File: src/hdl/cau_pkg.sv
// Shared types and constants for the complex arithmetic unit.
`timescale 1ns / 1ps

package cau_pkg;

    // Default word format: Q4.28.
    localparam int WORD_WIDTH_DEF = 32;
    localparam int FRAC_BITS_DEF  = 28;

    // Operation codes carried on the command field.
    typedef enum logic [2:0] {
        CMD_ADD   = 3'd0,
        CMD_SUB   = 3'd1,
        CMD_MUL   = 3'd2,
        CMD_DIV   = 3'd3,
        CMD_RECIP = 3'd4,
        CMD_ABS2  = 3'd5,
        CMD_CONJ  = 3'd6,
        CMD_EQUAL = 3'd7
    } t_cmd;

    // Result status codes.
    typedef enum logic [1:0] {
        ST_OK   = 2'd0,
        ST_SAT  = 2'd1,
        ST_DIV0 = 2'd2
    } t_status;

    // Control that travels with each item through the pipeline.
    typedef struct packed {
        logic valid;
        t_cmd cmd;
        logic is_eq;
    } t_tag;

    // Width of the exact intermediate values handed from stage to stage.
    function automatic int val_width(input int w, input int f);
        return ((w + f + 2) > (2 * w + 2)) ? (w + f + 2) : (2 * w + 2);
    endfunction

endpackage

File: src/hdl/cau_div_step.sv
// One restoring-division stage: one quotient bit for each of the two lanes.
`timescale 1ns / 1ps

module cau_div_step #(
    parameter int WORD_WIDTH = cau_pkg::WORD_WIDTH_DEF,
    parameter int SIDE_W     = 8
) (
    input  logic                              i_clk,
    input  logic                              i_rst_n,
    input  logic                              i_en,
    input  logic                              i_valid,
    input  logic [1:0][2*WORD_WIDTH-1:0]      i_rem,
    input  logic [1:0][WORD_WIDTH:0]          i_low,
    input  logic [1:0][WORD_WIDTH:0]          i_quo,
    input  logic [2*WORD_WIDTH-1:0]           i_den,
    input  logic [SIDE_W-1:0]                 i_side,
    output logic                              o_valid,
    output logic [1:0][2*WORD_WIDTH-1:0]      o_rem,
    output logic [1:0][WORD_WIDTH:0]          o_low,
    output logic [1:0][WORD_WIDTH:0]          o_quo,
    output logic [2*WORD_WIDTH-1:0]           o_den,
    output logic [SIDE_W-1:0]                 o_side
);

    localparam int W  = WORD_WIDTH;
    localparam int DW = 2 * W;

    logic                   r_valid;
    logic [1:0][DW-1:0]     r_rem, n_rem;
    logic [1:0][W:0]        r_low, n_low, r_quo, n_quo;
    logic [DW-1:0]          r_den;
    logic [SIDE_W-1:0]      r_side;
    logic [DW:0]            trial, diff;
    logic                   take;

    // Shift in the next dividend bit and subtract the divisor when it fits.
    always_comb begin
        n_rem = '0;
        n_low = '0;
        n_quo = '0;
        trial = '0;
        diff  = '0;
        take  = 1'b0;
        for (int l = 0; l < 2; l++) begin
            trial    = {i_rem[l], i_low[l][W]};
            diff     = trial - {1'b0, i_den};
            take     = (trial >= {1'b0, i_den});
            n_rem[l] = take ? diff[DW-1:0] : trial[DW-1:0];
            n_low[l] = {i_low[l][W-1:0], 1'b0};
            n_quo[l] = {i_quo[l][W-1:0], take};
        end
    end

    always_ff @(posedge i_clk) begin
        if (!i_rst_n) begin
            r_valid <= 1'b0;
        end else if (i_en) begin
            r_valid <= i_valid;
        end
    end

    always_ff @(posedge i_clk) begin
        if (i_en) begin
            r_rem  <= n_rem;
            r_low  <= n_low;
            r_quo  <= n_quo;
            r_den  <= i_den;
            r_side <= i_side;
        end
    end

    assign o_valid = r_valid;
    assign o_rem   = r_rem;
    assign o_low   = r_low;
    assign o_quo   = r_quo;
    assign o_den   = r_den;
    assign o_side  = r_side;

endmodule

File: config.mk
export PLATFORM = sky130hd
export DESIGN_NAME = cau_div_step
export DESIGN_NICKNAME = d
export VERILOG_FILES = /design/src/hdl/cau_pkg.sv /design/src/hdl/cau_div_step.sv
export SDC_FILE = /design/constraint.sdc
export NUM_CORES = 1
export LEC_CHECK = 0
export ABC_CLOCK_PERIOD_IN_PS = 4550
export BUFFER_PORTS_ARGS = -buffer_cell sky130_fd_sc_hd__buf_4
export CAP_MARGIN = 25
export CORE_AREA = 2 2 260 262
export CTS_BUF_LIST = sky130_fd_sc_hd__clkbuf_8
export CTS_CLUSTER_SIZE = 8
export DETAILED_ROUTE_END_ITERATION = 16
export DIE_AREA = 0 0 262 264
export GPL_TIMING_DRIVEN = 0
export PLACE_DENSITY = 0.54
export SETUP_SLACK_MARGIN = 0.05
export SLEW_MARGIN = 25
export SYNTH_ARGS = -nofsm -noshare
export SYNTH_HDL_FRONTEND = slang
export SYNTH_SLANG_ARGS = --single-unit
File: constraint.sdc
create_clock -name i_clk -period 4.55 [get_ports i_clk]
set_input_delay 0.455 -clock i_clk [delete_from_list [all_inputs] [get_ports i_clk]]
set_output_delay 0.455 -clock i_clk [all_outputs]
set_load 0.01 [all_outputs]
After elaboration in Yosys (flattened, before gate mapping)
Cells that the tools add are included.
{"block": "op_classes", "n_bitwise": 0, "n_div": 0, "n_reduce_logical": 0, "add_sub_neg": 2, "n_lt_le_gt_ge": 2, "n_eq_ne": 0, "shift": 0, "muxes": 2, "multipliers": 0}
{"op": ">= comparator 65 x 64 -> 1 bit", "n": 2}
{"op": "2-to-1 mux 64 bit", "n": 2}
{"op": "subtractor 64 bit", "n": 2}
{"block": "totals", "ramBits": 0, "n_memories": 0, "rom_bits": 0, "reg_bits": 331, "elab_cells": 15, "latchBits": 0}

Longest topological paths before layout
{"block": "depth", "ltp_word": 2, "mapped_depth": 16, "ltp_nobuf": 14}

Least setup slack after synthesis
Ideal clock, no wire load.
{"block": "synth_timing", "kind": "input to register", "from": "in i_den[17]", "to": "reg r_rem, in the netlist o_rem[17], data pin", "path_stages": 13, "t_arrival_ns": 3.211, "path_slack_ns": 1.079, "path_buffers": 1, "path_cell_list": "inv_1 ha_1 and3_1 nand2_1 or4_1 o41ai_2 o211ai_1 a21oi_1 o21ai_1 o21a_2 inv_2 buf_4 mux2_2"}
{"item": "start: declaration", "line_no": "cau_div_step.sv:15", "rtl": "input logic [2*WORD_WIDTH-1:0] i_den,"}
{"item": "end signal: assignment", "line_no": "cau_div_step.sv:64", "rtl": "r_rem <= n_rem;"}
{"item": "end: declaration", "line_no": "cau_div_step.sv:29", "rtl": "logic [1:0][DW-1:0] r_rem, n_rem;"}

==> run metrics <==
top_reg_cell synth edfxtp_1; H-tree depth 2; largest net degree at the start of global routing 89; Mapped Cells 1774; Site Rows 95; Slowest-stage cell, CP o32ai_1; grt ovf 0; peak supply drop 231.6 uV; Cells after DPL 3315; Pleak 12.40 nW; Worst Hold Class input pin to register; top-count cell post-synth edfxtp_1; Buf/Inv on CP 3; Horiz. Die Dim 262 microns; R2R Setup Slk 3960 ps; Worst R2R Start o_valid; total wire length 82410 microns; Post-Syn Area 18970 sq um; IO Pins 669; gp weighted congestion 0.8794; Critical Path, Cell by Cell dlygate4sd3_1 > buf_4 > inv_1 > ha_1 > o2111ai_1 > nand2_1 > a31oi_1 > o32ai_1 > a211oi_2 > o21ai_1 > a31oi_1 > o21ai_0 > xor2_1 > mux2_2; final worst setup slack 148.0 ps; Via Count 17930; Fin. Hold Viols 0; Final Max Slew Viols 0; Layout Cells excl Fill 3636; Tot GR Track Use 22.79%; Die ar. 69170 sq um; Switching Share 31.52%; hold depth 1; cts bufs inserted 61; Psw 0.003008 W; async set-reset flop share out of synthesis 0%; status completed; Most common cell on crit path a31oi_1; ANT nets after route 0; Pre-Repair DR Iteration Count 5; WP data arrival 4800 ps; final period demand of the worst path 4402 ps; max incr delay on CP 680 ps; Starting DRT DRC Count 1183; clock network power share 29.9%; commonest cells in the netlist edfxtp_1, a21oi_1, nor2_1; RSZ-0062 raised after global routing true; final setup vio count 0; Setup crit end kind register; r2r worst-path depth 2; initial antenna violation count 10; Max Buffers Root-to-Sink 3; Die Y 264 microns; Yosys cell types 74; skew final 0 ps; post-synth top area cell edfxtp_1; cell family with most CP delay compound AO/OA/AOI/OAI gates; worst slack at placement -1431 ps; DR WL/cell 22.66 microns; setup tns final 0 ps; share of cells above drive strength 1 29.14%; Hold Path Origin i_den[1]; RR Endpoint o_valid; main area contributors after synthesis edfxtp_1, ha_1, a21oi_1; first-pass GRT wire length 116400 microns; nets@finish 3174; EDFF count, synth 330; kind of start point of the critical path input pin; Initial Utilization 28.50%; internal power 0.006536 W; CTS sink cnt 331; max cap viols 0; CTS tree yes; IO Port Bufs 664; Worst Path Required 4950 ps; #FFs+latches synth 331; relative slew slack 29.42%; Gate power share 29.3%; area delta synth->final 49.80%; yosys warns 0; sequential fraction of the synthesis area 52.34%; Seq pwr share 40.7%; Tot Pwr 0.009545 W; core area 66560 sq um; Synth top area share 52.23%; WS Path Type input pin to register; Avg Inst Size Synth 10.69 sq um; Hold Path Sink o_den[1]; vias in the first global route 18020; worst slew pin tran 1054 ps; root buf cell clkbuf_8; Post-route DRC 0; Critical Path Fanout Max 5; Highest Clock Rate 227.2 MHz; worst skew pair latency 660 ps; CTS clock-pin slew for the worst setup and hold paths 60 ps; Final HPWL DP 65380 microns; crit share post-route 96.75%; PD cells 335.8 nW/um^2; drt via density 4.932
-- registers in the layout (all words and copies together), names as in the netlist --
| register | cells |
|---|---|
| o_den | 64 |
| o_low | 64 |
| o_quo | 66 |
| o_rem | 128 |
| o_side | 8 |
| o_valid | 1 |
-- placed cells by master (no fill, tap or decap), types with 14 or more instances in the layout --
cell / synthesis / routed
o21a_1: 14 / 14
clkbuf_8: 0 / 62
a31oi_1: 21 / 21
ha_1: 128 / 128
and3_1: 17 / 17
nor3_1: 14 / 14
buf_4: 6 / 672
xnor2_1: 59 / 59
dlygate4sd3_1: 0 / 200
nand2_1: 128 / 128
nand2b_1: 16 / 16
o21ai_0: 102 / 100
o21bai_1: 18 / 18
clkinv_1: 0 / 16
inv_1: 88 / 106
nand3_1: 22 / 22
a21o_1: 83 / 83
a21oi_1: 237 / 236
clkbuf_1: 53 / 51
xor2_1: 56 / 56
edfxtp_1: 330 / 330
nand4_1: 33 / 33
nor2_1: 159 / 159
-- layer usage --
layer  wire, microns  share of wire (%)  vias to the layer above  track usage, %
met3            6375                7.7                      143           5.863
met5              56              0.068                        -               0
met1           31140                 38                     8586           25.48
met4            3581                4.3                       10           9.940
li1                -                  -                     8468               -
met2           41260                 50                      727           40.50
-- stage by stage --
| stage | cell area [sq um] | utilization, % | hold WS [ps] |
|---|---|---|---|
| floorplan | 18980 | - | 538.3 |
| global placement | 25050 | 37.64 | 501.6 |
| detailed placement | 25160 | 37.79 | 529.5 |
| CTS | 28390 | 42.64 | 0.8706 |
| global route | 28410 | 42.68 | 7.522 |
| finish | 28420 | 42.70 | 45.76 |
-- power by group through the flow --
stage               clock network, W  logic (W)  registers [W]
floorplan                          0    0.00112        0.00411
global placement                   0    0.00263        0.00396
detailed placement                 0    0.00264        0.00395
CTS                          0.00296    0.00281        0.00389
global route                 0.00308    0.00303        0.00392
finish                       0.00286    0.00280        0.00389
-- layout make-up --
| class | count | area [sq um] |
|---|---|---|
| inverters | 90 | 340.3 |
| diodes | 7 | 17.52 |
| fillers | 6461 | 38140 |
| repair buffers | 871 | 7107 |
| plain buffers | 77 | 381.6 |
| well taps | 873 | 1092 |
| flip-flops and latches | 331 | 9930 |
| multi-input cells | 1276 | 8378 |
| clock inverters | 49 | 320.3 |
| clock buffers | 62 | 853.3 |
-- worst register-to-register path, delay by kind of cell, from the launching register on --
family,cells,cell delay (ps)
muxes,1,120
DFF,1,310
and+or+nand+nor,1,60
-- cells by family (layout without fill, tap and decap cells) --
kind of cell               Yosys count  count (layout)  share of synthesized area [%]
muxes                               13              13                         0.7387
and+or+nand+nor                    453             453                          11.17
DFF                                331             331                          52.34
AOI/OAI and AO/OA                  563             563                          18.02
xor gates and xnor gates           115             115                          5.309
other                                1               9                        0.01977
adders and majority gates          130             130                          8.653
buffers and inverters              168            1149                          3.759
-- worst max path at each step --
| stage | startpoint | end | slack (ps) | cells after the start |
|---|---|---|---|---|
| final | i_den[5] | o_rem[60] | 150 | 14 |
| after global routing | i_den[5] | o_rem[103] | 30 | 16 |
| after CTS | i_den[5] | o_rem[58] | 60 | 14 |
| after detailed placement | i_den[19] | o_rem[34] | -1430 | 15 |
| after global placement | i_den[19] | o_rem[34] | -1410 | 15 |
| after floorplan | i_den[17] | o_rem[17] | 1080 | 13 |
-- timing repair --
| item | in CTS | in global routing |
|---|---|---|
| hold buffers | 200 | 0 |
| pin swaps | 3 | 1 |
| setup endpoints to repair | 62 | 79 |
| resized for setup | 6 | 5 |
| hold endpoints to repair | 200 | 0 |
| buffers inserted | 3 | 1 |
No activity file was read; power rests on OpenSTA's default activity.
