==> config.mk <==
export PLATFORM = sky130hd
export DESIGN_NAME = cau_norm
export DESIGN_NICKNAME = d
export VERILOG_FILES = /design/src/hdl/cau_pkg.sv /design/src/hdl/cau_norm.sv
export SDC_FILE = /design/constraint.sdc
export NUM_CORES = 1
export LEC_CHECK = 0
export ABC_CLOCK_PERIOD_IN_PS = 8900
export BUFFER_PORTS_ARGS = -buffer_cell sky130_fd_sc_hd__buf_2
export CAP_MARGIN = 30
export CORE_MARGIN = 2
export CORE_UTILIZATION = 25
export CTS_BUF_LIST = sky130_fd_sc_hd__clkbuf_16
export DETAILED_ROUTE_END_ITERATION = 16
export GPL_TIMING_DRIVEN = 0
export PLACE_DENSITY = 0.55
export RECOVER_POWER = 25
export SLEW_MARGIN = 20
export SYNTH_ARGS = -nofsm -noshare
export SYNTH_HDL_FRONTEND = slang
export SYNTH_SLANG_ARGS = --single-unit
==> constraint.sdc <==
create_clock -name i_clk -period 8.9 [get_ports i_clk]
set_input_delay 1.78 -clock i_clk [delete_from_list [all_inputs] [get_ports i_clk]]
set_output_delay 1.78 -clock i_clk [all_outputs]
set_load 0.005 [all_outputs]
==> src/hdl/cau_pkg.sv <==
// Shared types and constants for the complex arithmetic unit.
`timescale 1ns / 1ps

package cau_pkg;

    // Default word format: Q4.28.
    localparam int WORD_WIDTH_DEF = 32;
    localparam int FRAC_BITS_DEF  = 28;

    // Operation codes carried on the command field.
    typedef enum logic [2:0] {
        CMD_ADD   = 3'd0,
        CMD_SUB   = 3'd1,
        CMD_MUL   = 3'd2,
        CMD_DIV   = 3'd3,
        CMD_RECIP = 3'd4,
        CMD_ABS2  = 3'd5,
        CMD_CONJ  = 3'd6,
        CMD_EQUAL = 3'd7
    } t_cmd;

    // Result status codes.
    typedef enum logic [1:0] {
        ST_OK   = 2'd0,
        ST_SAT  = 2'd1,
        ST_DIV0 = 2'd2
    } t_status;

    // Control that travels with each item through the pipeline.
    typedef struct packed {
        logic valid;
        t_cmd cmd;
        logic is_eq;
    } t_tag;

    // Width of the exact intermediate values handed from stage to stage.
    function automatic int val_width(input int w, input int f);
        return ((w + f + 2) > (2 * w + 2)) ? (w + f + 2) : (2 * w + 2);
    endfunction

endpackage

==> src/hdl/cau_norm.sv <==
// Magnitude split, rounding with saturation and divider setup.
`timescale 1ns / 1ps

module cau_norm #(
    parameter int WORD_WIDTH = cau_pkg::WORD_WIDTH_DEF,
    parameter int FRAC_BITS  = cau_pkg::FRAC_BITS_DEF
) (
    input  logic                                   i_clk,
    input  logic                                   i_rst_n,
    input  logic                                   i_en,
    input  cau_pkg::t_tag                          i_tag,
    input  logic signed [cau_pkg::val_width(WORD_WIDTH, FRAC_BITS)-1:0] i_v_re,
    input  logic signed [cau_pkg::val_width(WORD_WIDTH, FRAC_BITS)-1:0] i_v_im,
    input  logic [2*WORD_WIDTH-1:0]                i_den,
    output cau_pkg::t_tag                          o_tag,
    output logic [1:0]                             o_neg,
    output logic [1:0]                             o_ovf,
    output logic                                   o_dz,
    output logic                                   o_sat,
    output logic [WORD_WIDTH-1:0]                  o_res_re,
    output logic [WORD_WIDTH-1:0]                  o_res_im,
    output logic [1:0][2*WORD_WIDTH-1:0]           o_rem,
    output logic [1:0][WORD_WIDTH:0]               o_low,
    output logic [2*WORD_WIDTH-1:0]                o_den
);

    localparam int W   = WORD_WIDTH;
    localparam int F   = FRAC_BITS;
    localparam int DW  = 2 * W;
    localparam int VW  = ((W + F + 2) > (2 * W + 2)) ? (W + F + 2) : (2 * W + 2);
    localparam int RQW = VW - F;
    localparam int XW  = VW + F + 1;
    localparam int HW  = XW - W - 1;
    localparam int CW  = (HW > DW) ? HW : DW;
    localparam logic [VW-1:0]  HALF    = VW'(1) << (F - 1);
    localparam logic [RQW-1:0] LIM_NEG = RQW'(1) << (W - 1);
    localparam logic [RQW-1:0] LIM_POS = (RQW'(1) << (W - 1)) - RQW'(1);

    // Stage D: sign and magnitude.
    cau_pkg::t_tag          r_d_tag;
    logic [1:0]             r_d_neg;
    logic [1:0][VW-1:0]     r_d_mag;
    logic [DW-1:0]          r_d_den;
    logic                   r_d_dz;

    // Stage E: rounded words and divider start values.
    cau_pkg::t_tag          r_e_tag;
    logic [1:0]             r_e_neg, r_e_ovf, n_e_ovf;
    logic                   r_e_dz, r_e_sat, n_e_sat;
    logic [1:0][W-1:0]      r_e_res, n_e_res;
    logic [1:0][DW-1:0]     r_e_rem, n_e_rem;
    logic [1:0][W:0]        r_e_low, n_e_low;
    logic [DW-1:0]          r_e_den;

    logic                   is_div;
    logic [VW-1:0]          rnd_t;
    logic [RQW-1:0]         rnd_q, rnd_lim, rnd_m, rnd_neg_m;
    logic [XW-1:0]          dvd;
    logic [HW-1:0]          dvd_hi;
    logic [1:0]             rnd_sat;

    always_ff @(posedge i_clk) begin
        if (!i_rst_n) begin
            r_d_tag <= '0;
            r_e_tag <= '0;
        end else if (i_en) begin
            r_d_tag <= i_tag;
            r_e_tag <= r_d_tag;
        end
    end

    // Split each value into a sign and an unsigned magnitude.
    always_ff @(posedge i_clk) begin
        if (i_en) begin
            r_d_neg[0] <= i_v_re[VW-1];
            r_d_neg[1] <= i_v_im[VW-1];
            r_d_mag[0] <= i_v_re[VW-1] ? $unsigned(-i_v_re) : $unsigned(i_v_re);
            r_d_mag[1] <= i_v_im[VW-1] ? $unsigned(-i_v_im) : $unsigned(i_v_im);
            r_d_den    <= i_den;
            r_d_dz     <= (i_den == '0);
        end
    end

    assign is_div = (r_d_tag.cmd == cau_pkg::CMD_DIV) ||
                    (r_d_tag.cmd == cau_pkg::CMD_RECIP);

    // Round half away from zero, saturate, and set up the divider per lane.
    always_comb begin
        n_e_res  = '0;
        n_e_rem  = '0;
        n_e_low  = '0;
        n_e_ovf  = '0;
        rnd_sat  = '0;
        rnd_t    = '0;
        rnd_q    = '0;
        rnd_lim  = '0;
        rnd_m    = '0;
        rnd_neg_m = '0;
        dvd      = '0;
        dvd_hi   = '0;
        for (int l = 0; l < 2; l++) begin
            rnd_t      = r_d_mag[l] + HALF;
            rnd_q      = rnd_t[VW-1:F];
            rnd_lim    = r_d_neg[l] ? LIM_NEG : LIM_POS;
            rnd_sat[l] = (rnd_q > rnd_lim);
            rnd_m      = rnd_sat[l] ? rnd_lim : rnd_q;
            rnd_neg_m  = -rnd_m;
            n_e_res[l] = r_d_neg[l] ? rnd_neg_m[W-1:0] : rnd_m[W-1:0];

            dvd        = {r_d_mag[l], {(F + 1){1'b0}}};
            dvd_hi     = dvd[XW-1:W+1];
            n_e_ovf[l] = (CW'(dvd_hi) >= CW'(r_d_den));
            n_e_rem[l] = n_e_ovf[l] ? '0 : DW'(dvd_hi);
            n_e_low[l] = dvd[W:0];
        end
        n_e_sat = !is_div && (rnd_sat != 2'b00);
    end

    always_ff @(posedge i_clk) begin
        if (i_en) begin
            r_e_neg <= r_d_neg;
            r_e_ovf <= n_e_ovf;
            r_e_dz  <= r_d_dz && is_div;
            r_e_sat <= n_e_sat;
            r_e_res <= n_e_res;
            r_e_rem <= n_e_rem;
            r_e_low <= n_e_low;
            r_e_den <= r_d_den;
        end
    end

    assign o_tag    = r_e_tag;
    assign o_neg    = r_e_neg;
    assign o_ovf    = r_e_ovf;
    assign o_dz     = r_e_dz;
    assign o_sat    = r_e_sat;
    assign o_res_re = r_e_res[0];
    assign o_res_im = r_e_res[1];
    assign o_rem    = r_e_rem;
    assign o_low    = r_e_low;
    assign o_den    = r_e_den;

endmodule

* Word-level counts from Yosys, hierarchy flattened
Index checks and enable logic that the tools add are counted.
** Word-level totals
- Bits of input ports :: 204
- Output and inout port bits :: 333
- Register bits after elaboration :: 479
- Logic and storage cells :: 52
** Operators by class
- $add $sub $neg :: 6
- $lt $le $gt $ge :: 4
- Reductions and logical operators :: 6
- Eq/ne operators :: 2
- Mux-type cells :: 8
** Operators by type and width (count)
- $mux 32 :: 6
- $add 66x28->66 const B :: 2
- $neg 66->66 :: 2
- $mux 65 :: 2
- $ge 62x64->1 :: 2
- $gt 38x32->1 :: 2
- $logic_not 64->1 :: 1
- $neg 32->32 :: 2
- $eq 3x2->1 const B :: 1
- $eq 3x3->1 const B :: 1
- $logic_and 1x1->1 :: 2
- $reduce_bool 2->1 :: 1
- $logic_not 1->1 :: 1
- $logic_or 1x1->1 :: 1

* Depth between registers and ports, before layout
Gate-level depths: netlist of run 1.
- Depth after elaboration :: 5
- Gate-level depth with buffers :: 26
- Gate-level depth less buffers :: 24

* Least setup slack after synthesis of run 1
Ideal clock, no wire load.
- Path kind :: reg2reg
- Start point :: reg r_d_mag (netlist bit dvd[61])
- End point :: reg r_e_res (netlist bit o_res_im[28]), data pin
- Path buffers :: 4
- Required time :: 8.623 ns
- Setup time :: 0.277 ns
- Stages on the path, launching flop included :: 24
- Arrival :: 5.785 ns
- Period minus slack after synthesis :: 6.063 ns
- Setup slack :: 2.837 ns
- Path through :: edfxtp_1 > clkbuf_1 > and3_1 > clkbuf_1 > nand3_1 > or4_1 > xor2_1 > inv_1 > ha_1 > nand4_1 > or4_1 > nor4_1 > a21oi_1 > a21oi_1 > clkbuf_1 > buf_1 > mux2i_1 > ha_1 > inv_1 > nor4_1 > nand4_1 > nor3_1 > nand2b_1 > a32oi_1
** RTL lines
- start: declaration :: line cau_norm.sv:42 : logic [1:0][VW-1:0] r_d_mag;
- end signal: assignment :: line cau_norm.sv:125 : r_e_res <= n_e_res;
- end: declaration :: line cau_norm.sv:50 : logic [1:0][W-1:0] r_e_res, n_e_res;

==> results of run 1 <==
## registers in the layout, summed over array words and instances (netlist names)
register  count
o_neg         2
n_e_low       4
r_d_den      64
o_sat         1
r_d_mag      62
o_rem       124
o_tag         5
dvd          66
o_res_re     32
o_low         8
r_d_neg       2
r_d_dz        1
o_dz          1
o_res_im     32
r_d_tag       5
o_ovf         2
o_den        64
## where the power goes
part | switching, W | internal (W) | total (W)
clock network | 0.00102 | 0.00131 | 0.00233
registers | 0.000163 | 0.00271 | 0.00287
logic | 0.000637 | 0.000433 | 0.00107
total | 0.00182 | 0.00446 | 0.00627
## area by class of cell
cell class,instances,share of cell area (%)
sequential,475,42.41
multi-input combinational,1674,35.53
timing repair buffer,486,7.336
tap,1403,5.256
clock buffer,55,4.121
buffer,136,2.255
inverter,140,1.574
clock inverter,48,1.364
antenna,21,0.1574
## synthesized netlist by cell type, types with 12 or more instances
master / number / area [sq um]
edfxtp_1: 465 / 13960
ha_1: 194 / 2427
xnor2_1: 158 / 1384
inv_1: 140 / 525.5
nand2_1: 138 / 518.0
and2_1: 137 / 857.1
o21ai_0: 120 / 600.6
a21oi_1: 111 / 555.5
nand4_1: 71 / 444.2
nor2_1: 71 / 266.5
clkbuf_1: 66 / 247.7
buf_4: 62 / 465.5
nand3_1: 61 / 305.3
a21o_1: 49 / 367.9
nor4_1: 44 / 275.3
nor3_1: 43 / 215.2
o31ai_1: 40 / 300.3
or3_1: 35 / 219.0
xor2_1: 29 / 254.0
and4_1: 25 / 219.0
or4_1: 23 / 172.7
mux2i_1: 22 / 220.2
a2bb2oi_1: 21 / 183.9
nand2b_1: 21 / 131.4
nor2b_1: 20 / 125.1
a211oi_1: 17 / 127.6
o41ai_1: 16 / 140.1
a31oi_1: 12 / 75.07
or2_2: 12 / 75.07
## worst reg2reg max path: stages, from the launching register on
cell and delay (ps):
edfxtp_1 390, clkbuf_1 340, and4_1 250, clkbuf_1 270
nand3_1 410, or4_1 560, xor2_1 300, inv_1 110
ha_1 300, nand4_1 140, or4_1 600, nor4_1 350
a21oi_1 120, a21oi_1 370, clkbuf_1 500, clkbuf_2 380
mux2i_1 220, ha_1 320, inv_1 210, nor4_1 490
nor4bb_1 530, nand4_1 150, mux2i_1 340, a31oi_1 140
o211a_1 260
## cell families after synthesis
kind of cell / after synthesis / share of synthesized area [%]
buf+inv: 276 / 4.725
flops: 475 / 52.43
simple gates: 744 / 15.69
compound gates: 464 / 11.23
fa+ha+maj: 194 / 8.986
mux: 23 / 0.8569
other cells: 1 / 0.01388
xor+xnor: 187 / 6.063
## metal layers
metal  vias to the layer above  routed length (um)  share of wire (%)  track usage (%)
li1                      10041                   -                  -                -
met3                       146                8244                8.1            4.227
met4                        22                2731                2.7            5.861
met5                         -                 136               0.13                0
met1                     10197               43620                 43            23.23
met2                       765               47110                 46            28.99
## cells in the final DEF (no fill, tap or decap), types with 9 or more instances in the layout
master | netlist | routed
a211oi_1 | 17 | 17
a21o_1 | 49 | 49
a21oi_1 | 111 | 111
a2bb2oi_1 | 21 | 21
a31oi_1 | 12 | 12
and2_1 | 137 | 136
and3_1 | 10 | 10
and4_1 | 25 | 25
buf_2 | 0 | 410
buf_4 | 62 | 63
clkbuf_1 | 66 | 131
clkbuf_16 | 0 | 55
clkinv_1 | 0 | 11
conb_1 | 1 | 62
dfxtp_1 | 10 | 10
diode_2 | 0 | 21
edfxtp_1 | 465 | 465
ha_1 | 194 | 194
inv_1 | 140 | 149
mux2i_1 | 22 | 22
nand2_1 | 138 | 138
nand2b_1 | 21 | 21
nand3_1 | 61 | 61
nand4_1 | 71 | 71
nor2_1 | 71 | 71
nor2b_1 | 20 | 20
nor3_1 | 43 | 43
nor4_1 | 44 | 39
o211ai_1 | 9 | 9
o21ai_0 | 120 | 120
o31ai_1 | 40 | 40
o41ai_1 | 16 | 16
or2_2 | 12 | 12
or3_1 | 35 | 35
or4_1 | 23 | 23
xnor2_1 | 158 | 157
xor2_1 | 29 | 29
## worst min-delay path by stage
stage | cells after the start | startpoint | end | slack, ps
after floorplan | 0 | n_e_low[29] | o_low[29] | 400
after global placement | 0 | dvd[29] | o_low[62] | 400
after detailed placement | 0 | n_e_low[32] | o_low[32] | 400
after CTS | 0 | n_e_low[32] | o_low[32] | 420
after global routing | 0 | n_e_low[32] | o_low[32] | 430
final | 0 | n_e_low[32] | o_low[32] | 420
## through the flow
| step | power (W) | hold slack, ps | setup TNS [ps] | area (sq um) | std cells |
|---|---|---|---|---|---|
| CTS | 0.006362 | 418.6 | 0 | 33460 | 4417 |
| global placement | 0.004003 | 402.1 | -618990 | 31370 | 4302 |
| global route | 0.006575 | 426.2 | 0 | 33370 | 4427 |
| finish | 0.006274 | 418.6 | 0 | 33400 | 4438 |
| floorplan | 0.003432 | 400.3 | 0 | 27240 | 2425 |
| detailed placement | 0.003998 | 404.5 | 0 | 31630 | 4314 |
==> results.txt, run 1 <==
outcome: finished, violations left
violated checks: capacitance limit, slew limit
Mapped Cells: 2364
Worst-Margin Slew: 4505 ps
drt initial violations: 1658
Reg area: 14160 sq um
CTS Buf Count: 55
CTS Buffer Depth: 3
number of flops mapped to enable cells by yosys: 465
Worst path most repeated cell: clkbuf_1
share of the yosys chip area belonging to registers: 52.43%
Critical path buffers and inverters: 6
Die Y: 332.7 um
initial cell density of the core: 25.23%
largest net degree at the start of global routing: 102
Port Buffer Count: 474
clk_skew: 27.61 ps
Power Dens Cells: 187.9 nW/um^2
Avg Cell Area, Syn: 11.43 sq um
dominant synthesized flop cell: edfxtp_1
final wirelength: 101800 um
Clock Tree Root: clkbuf_16
Critical R2R Launch: dvd[65]
critical-path cell list: clkbuf_1, and4_1, clkbuf_1, nand3_1, or4_1, xor2_1, inv_1, ha_1, nand4_1, or4_1, nor4_1, a21oi_1, a21oi_1, clkbuf_1, clkbuf_2, mux2i_1, ha_1, inv_1, nor4_1, nor4bb_1, nand4_1, mux2i_1, a31oi_1, o211a_1
Rows: 120
Fin. Hold Viols: 0
routability cong.: 0.9146
Post-Place Worst Slack: 559.1 ps
Die X: 332.7 um
CP Depth: 24
Sink Count: 475
worst setup path start: dvd[65]
slowest CP cell: or4_1
Crit Reg-Reg Endpoint: o_res_im[30]
Worst Path Required: 9280 ps
Post-DP HPWL: 82520 um
crit share post-route: 93.37%
DR DRC count: 0
routed length per instance: 22.95 um
Final WS setup: 589.9 ps
iteration count of the initial detailed-routing pass: 7
vias in the first global route: 20601
maximum clock rate: 120.3 MHz
core area: 107100 sq um
CTS H-tree depth: 2
RSZ-0062 raised after global routing: no
global-route wire length before repair: 143100 um
flop2flop setup slack: 590 ps
Via density: 4.770
Synth cell types: 83
routed vias: 21171
Slew Limit Fails: 282
hold crit path type: flip-flop to flip-flop
Crit path max-delay family: simple AND/OR/NAND/NOR gates
synthesis-to-layout area growth: 23.64%
relative slew slack: -200.3%
full die area: 110700 sq um
CTS tree: done
fin nets: 3366
Worst-Skew Late Latency: 660 ps
startpoint types: flip-flop
initial antenna violation count: 41
CTS Hold Bufs: 0
layout filler cell count: 11000
Ports: 537
crit-path max cell delay: 600 ps
Final setup viols: 0
Peak supply drop: 0.0001421 V
Worst-path clk slew: 60 ps
total track usage: 17.82%
min Tclk post-route: 8310 ps
CP Class: flip-flop to flip-flop
Worst Path Max Fanout: 10
total grt overflow: 0
worst r2r path cells: 24
CP Capture Type: flip-flop
ys async rst share: 0%
leakage power figure: 12.94 nW
Netlist Area Pre-Place: 27010 sq um
area of the multi-input gates: 11870 sq um
Synth Warn #: 0
CTS resizes: 0
fin util: 31.20%
layout cells sized above 1: 20.44%
Max-cap violations: 3
antenna-violating nets left: 0
Arrival @ worst endpoint: 8690 ps
setup repair bufs after CTS: 0
number of synthesized register bits: 475
Setup crit end: o_res_im[30]
Power figures use the tool's default switching activity.
==> run 2, diff against run 1 <==
--- a/config.mk
+++ b/config.mk
@@ -9,11 +9,11 @@
 export BUFFER_PORTS_ARGS = -buffer_cell sky130_fd_sc_hd__buf_2
 export CAP_MARGIN = 30
 export CORE_MARGIN = 2
-export CORE_UTILIZATION = 25
+export CORE_UTILIZATION = 50
 export CTS_BUF_LIST = sky130_fd_sc_hd__clkbuf_16
 export DETAILED_ROUTE_END_ITERATION = 16
 export GPL_TIMING_DRIVEN = 0
-export PLACE_DENSITY = 0.55
+export PLACE_DENSITY = 0.86
 export RECOVER_POWER = 25
 export SLEW_MARGIN = 20
 export SYNTH_ARGS = -nofsm -noshare
==> results.txt, run 2 (synthesis gave the netlist of run 1 again) <==
outcome: finished, violations left
violated checks: capacitance limit, slew limit
most frequent cells in the layout: 465 x edfxtp_1, 411 x buf_2, 194 x ha_1
Clk network pwr share: 35.0% (-2.2 points)
antenna-violating nets left: 0 (unchanged)
Worst-path clk slew: 60 ps (about the same)
initial antenna violation count: 10 (-76%)
sw frac: 27.68% (-1.3 points)
full die area: 55900 sq um (-50%)
Critical path buffers and inverters: 2 (-4)
vias in the first global route: 20802 (+0.98%)
P_int: 0.004354 W (-2.3%)
sequential power share: 47.8% (+2.0 points)
Worst-Skew Late Latency: 610 ps (-50 ps)
global-route wire length before repair: 124300 um (-13%)
critical-path cell list: ha_1, nand2_1, or4_1, clkbuf_1, nor2_1, nand4_1, xnor2_1, ha_1, a211oi_1, o21ai_0, a21oi_1, o22ai_1, o32ai_1, nand4_1, clkbuf_1, o21ai_0, ha_1, nand3b_1, nor4_1, nand4_1, nor2_1, nand4_1, a211oi_1, a211oi_1
total track usage: 29.61% (+12 points)
max FFs per register: 124 (unchanged)
crit share post-route: 93.10% (-0.27 points)
Port Buffer Count: 474 (unchanged)
Worst Path Required: 9240 ps (-40 ps)
CTS Buf Count: 49 (-11%)
Die X: 236.4 um (-29%)
hold crit path type: flip-flop to flip-flop
relative slew slack: -259.5% (-59 points)
layout filler cell count: 4330 (-61%)
setup repair bufs after CTS: 0 (unchanged)
synthesis-to-layout area growth: 19.16%
Clock Tree Root: clkbuf_16
Fin. Hold Viols: 0 (unchanged)
CTS H-tree depth: 2 (unchanged)
RSZ-0062 raised after global routing: no
crit-path max cell delay: 650 ps (+50 ps)
min Tclk post-route: 8286 ps (-24.23 ps)
initial cell density of the core: 50.39% (+25 points)
Slew Limit Fails: 367 (+30%)
routability cong.: 0.9743 (+6.5%)
Peak supply drop: 0.0001856 V (+31%)
Power Dens Cells: 187.1 nW/um^2 (-0.43%)
final wirelength: 84940 um (-17%)
final hold slack: 418.7 ps (+0.05200 ps)
CP Class: flip-flop to flip-flop
routed vias: 21803 (+3.0%)
Area after DPL: 30720 sq um (-2.9%)
slowest CP cell: nor4_1
CTS tree: done
CTS resizes: 0 (unchanged)
iteration count of the initial detailed-routing pass: 6 (-1)
clk_skew: 26.77 ps (-0.8406 ps)
CTS Hold Bufs: 0 (unchanged)
leakage power figure: 12.81 nW (-0.96%)
fin nets: 3360 (-0.18%)
drt initial violations: 2037 (+23%)
CP Capture Type: flip-flop
maximum clock rate: 120.7 MHz (+0.29%)
routed length per instance: 22.96 um (about the same)
Worst path most repeated cell: nand4_1
Sink Count: 475 (unchanged)
Die Y: 236.4 um (-29%)
Net Sw Power: 0.001667 W (-8.3%)
Final setup viols: 0 (unchanged)
Arrival @ worst endpoint: 8630 ps (-60 ps)
Max-cap violations: 4 (+1)
design area: 32190 sq um (-3.6%)
total grt overflow: 0 (unchanged)
Crit path max-delay family: simple AND/OR/NAND/NOR gates
Rows: 85 (-29%)
DR DRC count: 0 (unchanged)
startpoint types: flip-flop
combinational fraction of design power: 17.2% (+0.2 points)
CTS Buffer Depth: 3 (unchanged)
most common cell after layout, fill and taps aside: edfxtp_1
Via density: 5.893 (+24%)
Worst Path Max Fanout: 10 (unchanged)
core area: 53600 sq um (-50%)
Worst-Margin Slew: 5393 ps (+888.5 ps)
Post-DP HPWL: 66970 um (-19%)
Ports: 537 (unchanged)
layout cells sized above 1: 19.91% (-0.53 points)
fin util: 60.05% (+29 points)
largest net degree at the start of global routing: 107 (+4.9%)
-- run 2: cell types whose count changed in the layout (fill, tap and decap cells not counted), moves of 3 or more --
| cell | change |
|---|---|
| clkinv_1 | -3 |
| buf_6 | -3 |
| clkbuf_16 | -6 |
| clkinv_4 | -4 |
| diode_2 | -16 |
| clkinv_2 | +5 |
-- run 2: final cells by class --
| class | instances | area, sq um | share of cell area (%) |
|---|---|---|---|
| clock inverters | 39 | 392.9 | 1.221 |
| clock buffers | 49 | 1226 | 3.809 |
| inverters | 140 | 525.5 | 1.633 |
| repair buffers | 486 | 2406 | 7.475 |
| flip-flops and latches | 475 | 14160 | 44.00 |
| diodes | 5 | 12.51 | 0.03887 |
| multi-input cells | 1674 | 11840 | 36.78 |
| well taps | 696 | 870.8 | 2.705 |
| plain buffers | 136 | 750.7 | 2.332 |
-- run 2: path summary, 6_finish.rpt --
check | from | end | slack, ps | depth (start not counted)
setup reg to reg | r_d_mag[27] | o_res_re[30] | 610 | 24
setup / recovery | r_d_mag[27] | o_res_re[30] | 610 | 24
hold reg to reg | dvd[29] | o_low[62] | 420 | 0
hold / removal | dvd[29] | o_low[62] | 420 | 0
-- run 2: stage by stage --
stage | setup WS [ps] | setup TNS, ps | total power (W) | std cells
4_1_cts | 822.4 | 0 | 0.006025 | 3694
6_report | 614.1 | 0 | 0.006021 | 3700
5_1_grt | 194.2 | 0 | 0.006256 | 3697
3_5_place_dp | 890.6 | 0 | 0.003934 | 3606
3_3_place_gp | -1135 | -303790 | 0.003919 | 3595
2_1_floorplan | 2837 | 0 | 0.003432 | 2425
-- run 2: layer usage --
layer	GRT usage, %	vias up	part of all wire, %
met5	0	-	0.015
met4	12.16	2	4.6
met3	6.273	209	9.3
met2	49.80	1207	48
met1	37.18	10415	38
li1	-	9970	-
-- run 2: power groups by stage --
stage	sequential [W]	combinational [W]	clock, W
final	0.00288	0.00104	0.00211
after global routing	0.00289	0.00115	0.00222
after CTS	0.00286	0.00103	0.00213
after detailed placement	0.00291	0.00103	0
after global placement	0.00294	0.000980	0
after floorplan	0.00285	0.000584	0
==> run 3, diff against run 2 <==
--- a/config.mk
+++ b/config.mk
@@ -10,9 +10,9 @@
 export CAP_MARGIN = 30
 export CORE_MARGIN = 2
 export CORE_UTILIZATION = 50
-export CTS_BUF_LIST = sky130_fd_sc_hd__clkbuf_16
 export DETAILED_ROUTE_END_ITERATION = 16
 export GPL_TIMING_DRIVEN = 0
+export HOLD_SLACK_MARGIN = 0.08
 export PLACE_DENSITY = 0.86
 export RECOVER_POWER = 25
 export SLEW_MARGIN = 20
==> results.txt, run 3 (synthesis gave the netlist of run 1 again) <==
design area: 32190 sq um (unchanged)
most frequent cells in the layout: 465 x edfxtp_1, 411 x buf_2, 194 x ha_1
maximum clock rate: 120.9 MHz (+0.15%)
Power Dens Cells: 187.2 nW/um^2 (about the same)
Worst-Skew Late Latency: 610 ps (about the same)
Worst-Margin Slew: 5382 ps (-10.99 ps)
layout cells sized above 1: 19.91% (unchanged)
CP Class: flip-flop to flip-flop
leakage power figure: 12.79 nW (-0.23%)
violated checks: capacitance limit, slew limit
total track usage: 29.60% (about the same)
DR DRC count: 0 (unchanged)
Clock Tree Root: clkbuf_16
initial cell density of the core: 50.39% (unchanged)
drt initial violations: 2008 (-1.4%)
RSZ-0062 raised after global routing: no
Final setup viols: 0 (unchanged)
CP Capture Type: flip-flop
largest net degree at the start of global routing: 107 (unchanged)
final wirelength: 84940 um (about the same)
vias in the first global route: 20808 (+0.029%)
Worst-path clk slew: 60 ps (about the same)
Slew Limit Fails: 367 (unchanged)
initial antenna violation count: 10 (unchanged)
crit share post-route: 92.96% (-0.14 points)
global-route wire length before repair: 124300 um (about the same)
final instance count without filler cells: 3700 (unchanged)
Worst Path Max Fanout: 10 (unchanged)
fin util: 60.05% (unchanged)
CTS Buffer Depth: 3 (unchanged)
full die area: 55900 sq um (unchanged)
iteration count of the initial detailed-routing pass: 6 (unchanged)
Die X: 236.4 um (unchanged)
routed length per instance: 22.96 um (about the same)
Peak supply drop: 0.0001852 V (-0.22%)
CTS Buf Count: 49 (unchanged)
max FFs per register: 124 (unchanged)
min Tclk post-route: 8274 ps (-12.29 ps)
CTS H-tree depth: 2 (unchanged)
Worst Path Required: 9270 ps (+30 ps)
relative slew slack: -258.8% (+0.73 points)
Ports: 537 (unchanged)
Die Y: 236.4 um (unchanged)
antenna-violating nets left: 0 (unchanged)
most common cell after layout, fill and taps aside: edfxtp_1
Fin. Hold Viols: 0 (unchanged)
placed insts: 3606 (unchanged)
total grt overflow: 0 (unchanged)
Rows: 85 (unchanged)
setup TNS: 0 ps (unchanged)
routability cong.: 0.9743 (unchanged)
Arrival @ worst endpoint: 8650 ps (+20 ps)
Post-DP HPWL: 66970 um (unchanged)
synthesis-to-layout area growth: 19.16% (unchanged)
CTS Hold Bufs: 0 (unchanged)
clk_skew: 29.23 ps (+2.456 ps)
Sink Count: 475 (unchanged)
setup repair bufs after CTS: 0 (unchanged)
routed vias: 21778 (-0.11%)
Via density: 5.886 (-0.11%)
hold crit path type: flip-flop to flip-flop
startpoint types: flip-flop
core area: 53600 sq um (unchanged)
Area after DPL: 30720 sq um (unchanged)
outcome: finished, violations left
CTS tree: done
CTS resizes: 0 (unchanged)
Max-cap violations: 4 (unchanged)
Port Buffer Count: 474 (unchanged)
fin nets: 3360 (unchanged)
[run 3: cell types whose count changed in the layout (fill, tap and decap cells not counted)]
cell      delta
clkbuf_1     +7
inv_1        -7
[run 3: metrics by stage]
stage / worst slack [ps] / hold slack, ps / total power, W
final: 626.4 / 418.6 / 0.006025
after detailed placement: 890.6 / 404.5 / 0.003934
after CTS: 822.4 / 422.1 / 0.006032
after global routing: 194.2 / 426.3 / 0.006263
after global placement: -1135 / 400.5 / 0.003919
after floorplan: 2837 / 400.3 / 0.003432
[run 3: final cells by class]
cell class,count,area (sq um)
inverters,140,525.5
repair buffers,486,2406
plain buffers,136,750.7
fillers,4330,21410
flip-flops and latches,475,14160
multi-input cells,1674,11840
clock buffers,56,1252
well taps,696,870.8
clock inverters,32,366.6
diodes,5,12.51
[run 3: layer usage]
layer  vias up  global-route usage, %  part of all wire (%)
met5         -                      0                 0.015
met4         2                  12.16                   4.7
met3       211                  6.273                   9.5
met2      1207                  49.80                    48
met1     10388                  37.17                    38
li1       9970                      -                     -
[run 3: worst paths after layout]
kind,depth (start not counted),slack [ps],to,from
min reg2reg,0,420,o_low[62],dvd[29]
max,24,630,o_res_im[26],dvd[57]
min,0,420,o_low[62],dvd[29]
max reg2reg,24,630,o_res_im[26],dvd[57]
[run 3: power breakdown]
part | switching, W | total, W | leakage, nW | internal [W]
Sequential | 0.000162 | 0.00288 | 4.61 | 0.00272
Combinational | 0.000607 | 0.00104 | 7.39 | 0.000431
Clock | 0.000894 | 0.00211 | 0.786 | 0.00122
Total | 0.00166 | 0.00603 | 12.8 | 0.00436
[run 3: critical path, stage by stage (launching register included)]
cell and delay, ps:
edfxtp_1 560, ha_1 220, clkbuf_1 310, nand3_1 430
nor4_1 600, nand4_1 190, xnor2_1 560, ha_1 370
a21oi_1 120, o21ai_0 80, a221oi_1 310, o22ai_1 120
a211o_1 260, a21oi_1 380, clkbuf_1 390, buf_1 530
mux2i_1 280, ha_1 310, inv_1 190, nor4_1 430
nor4bb_1 480, nand4_1 160, mux2i_1 310, mux2i_1 130
a311oi_1 340
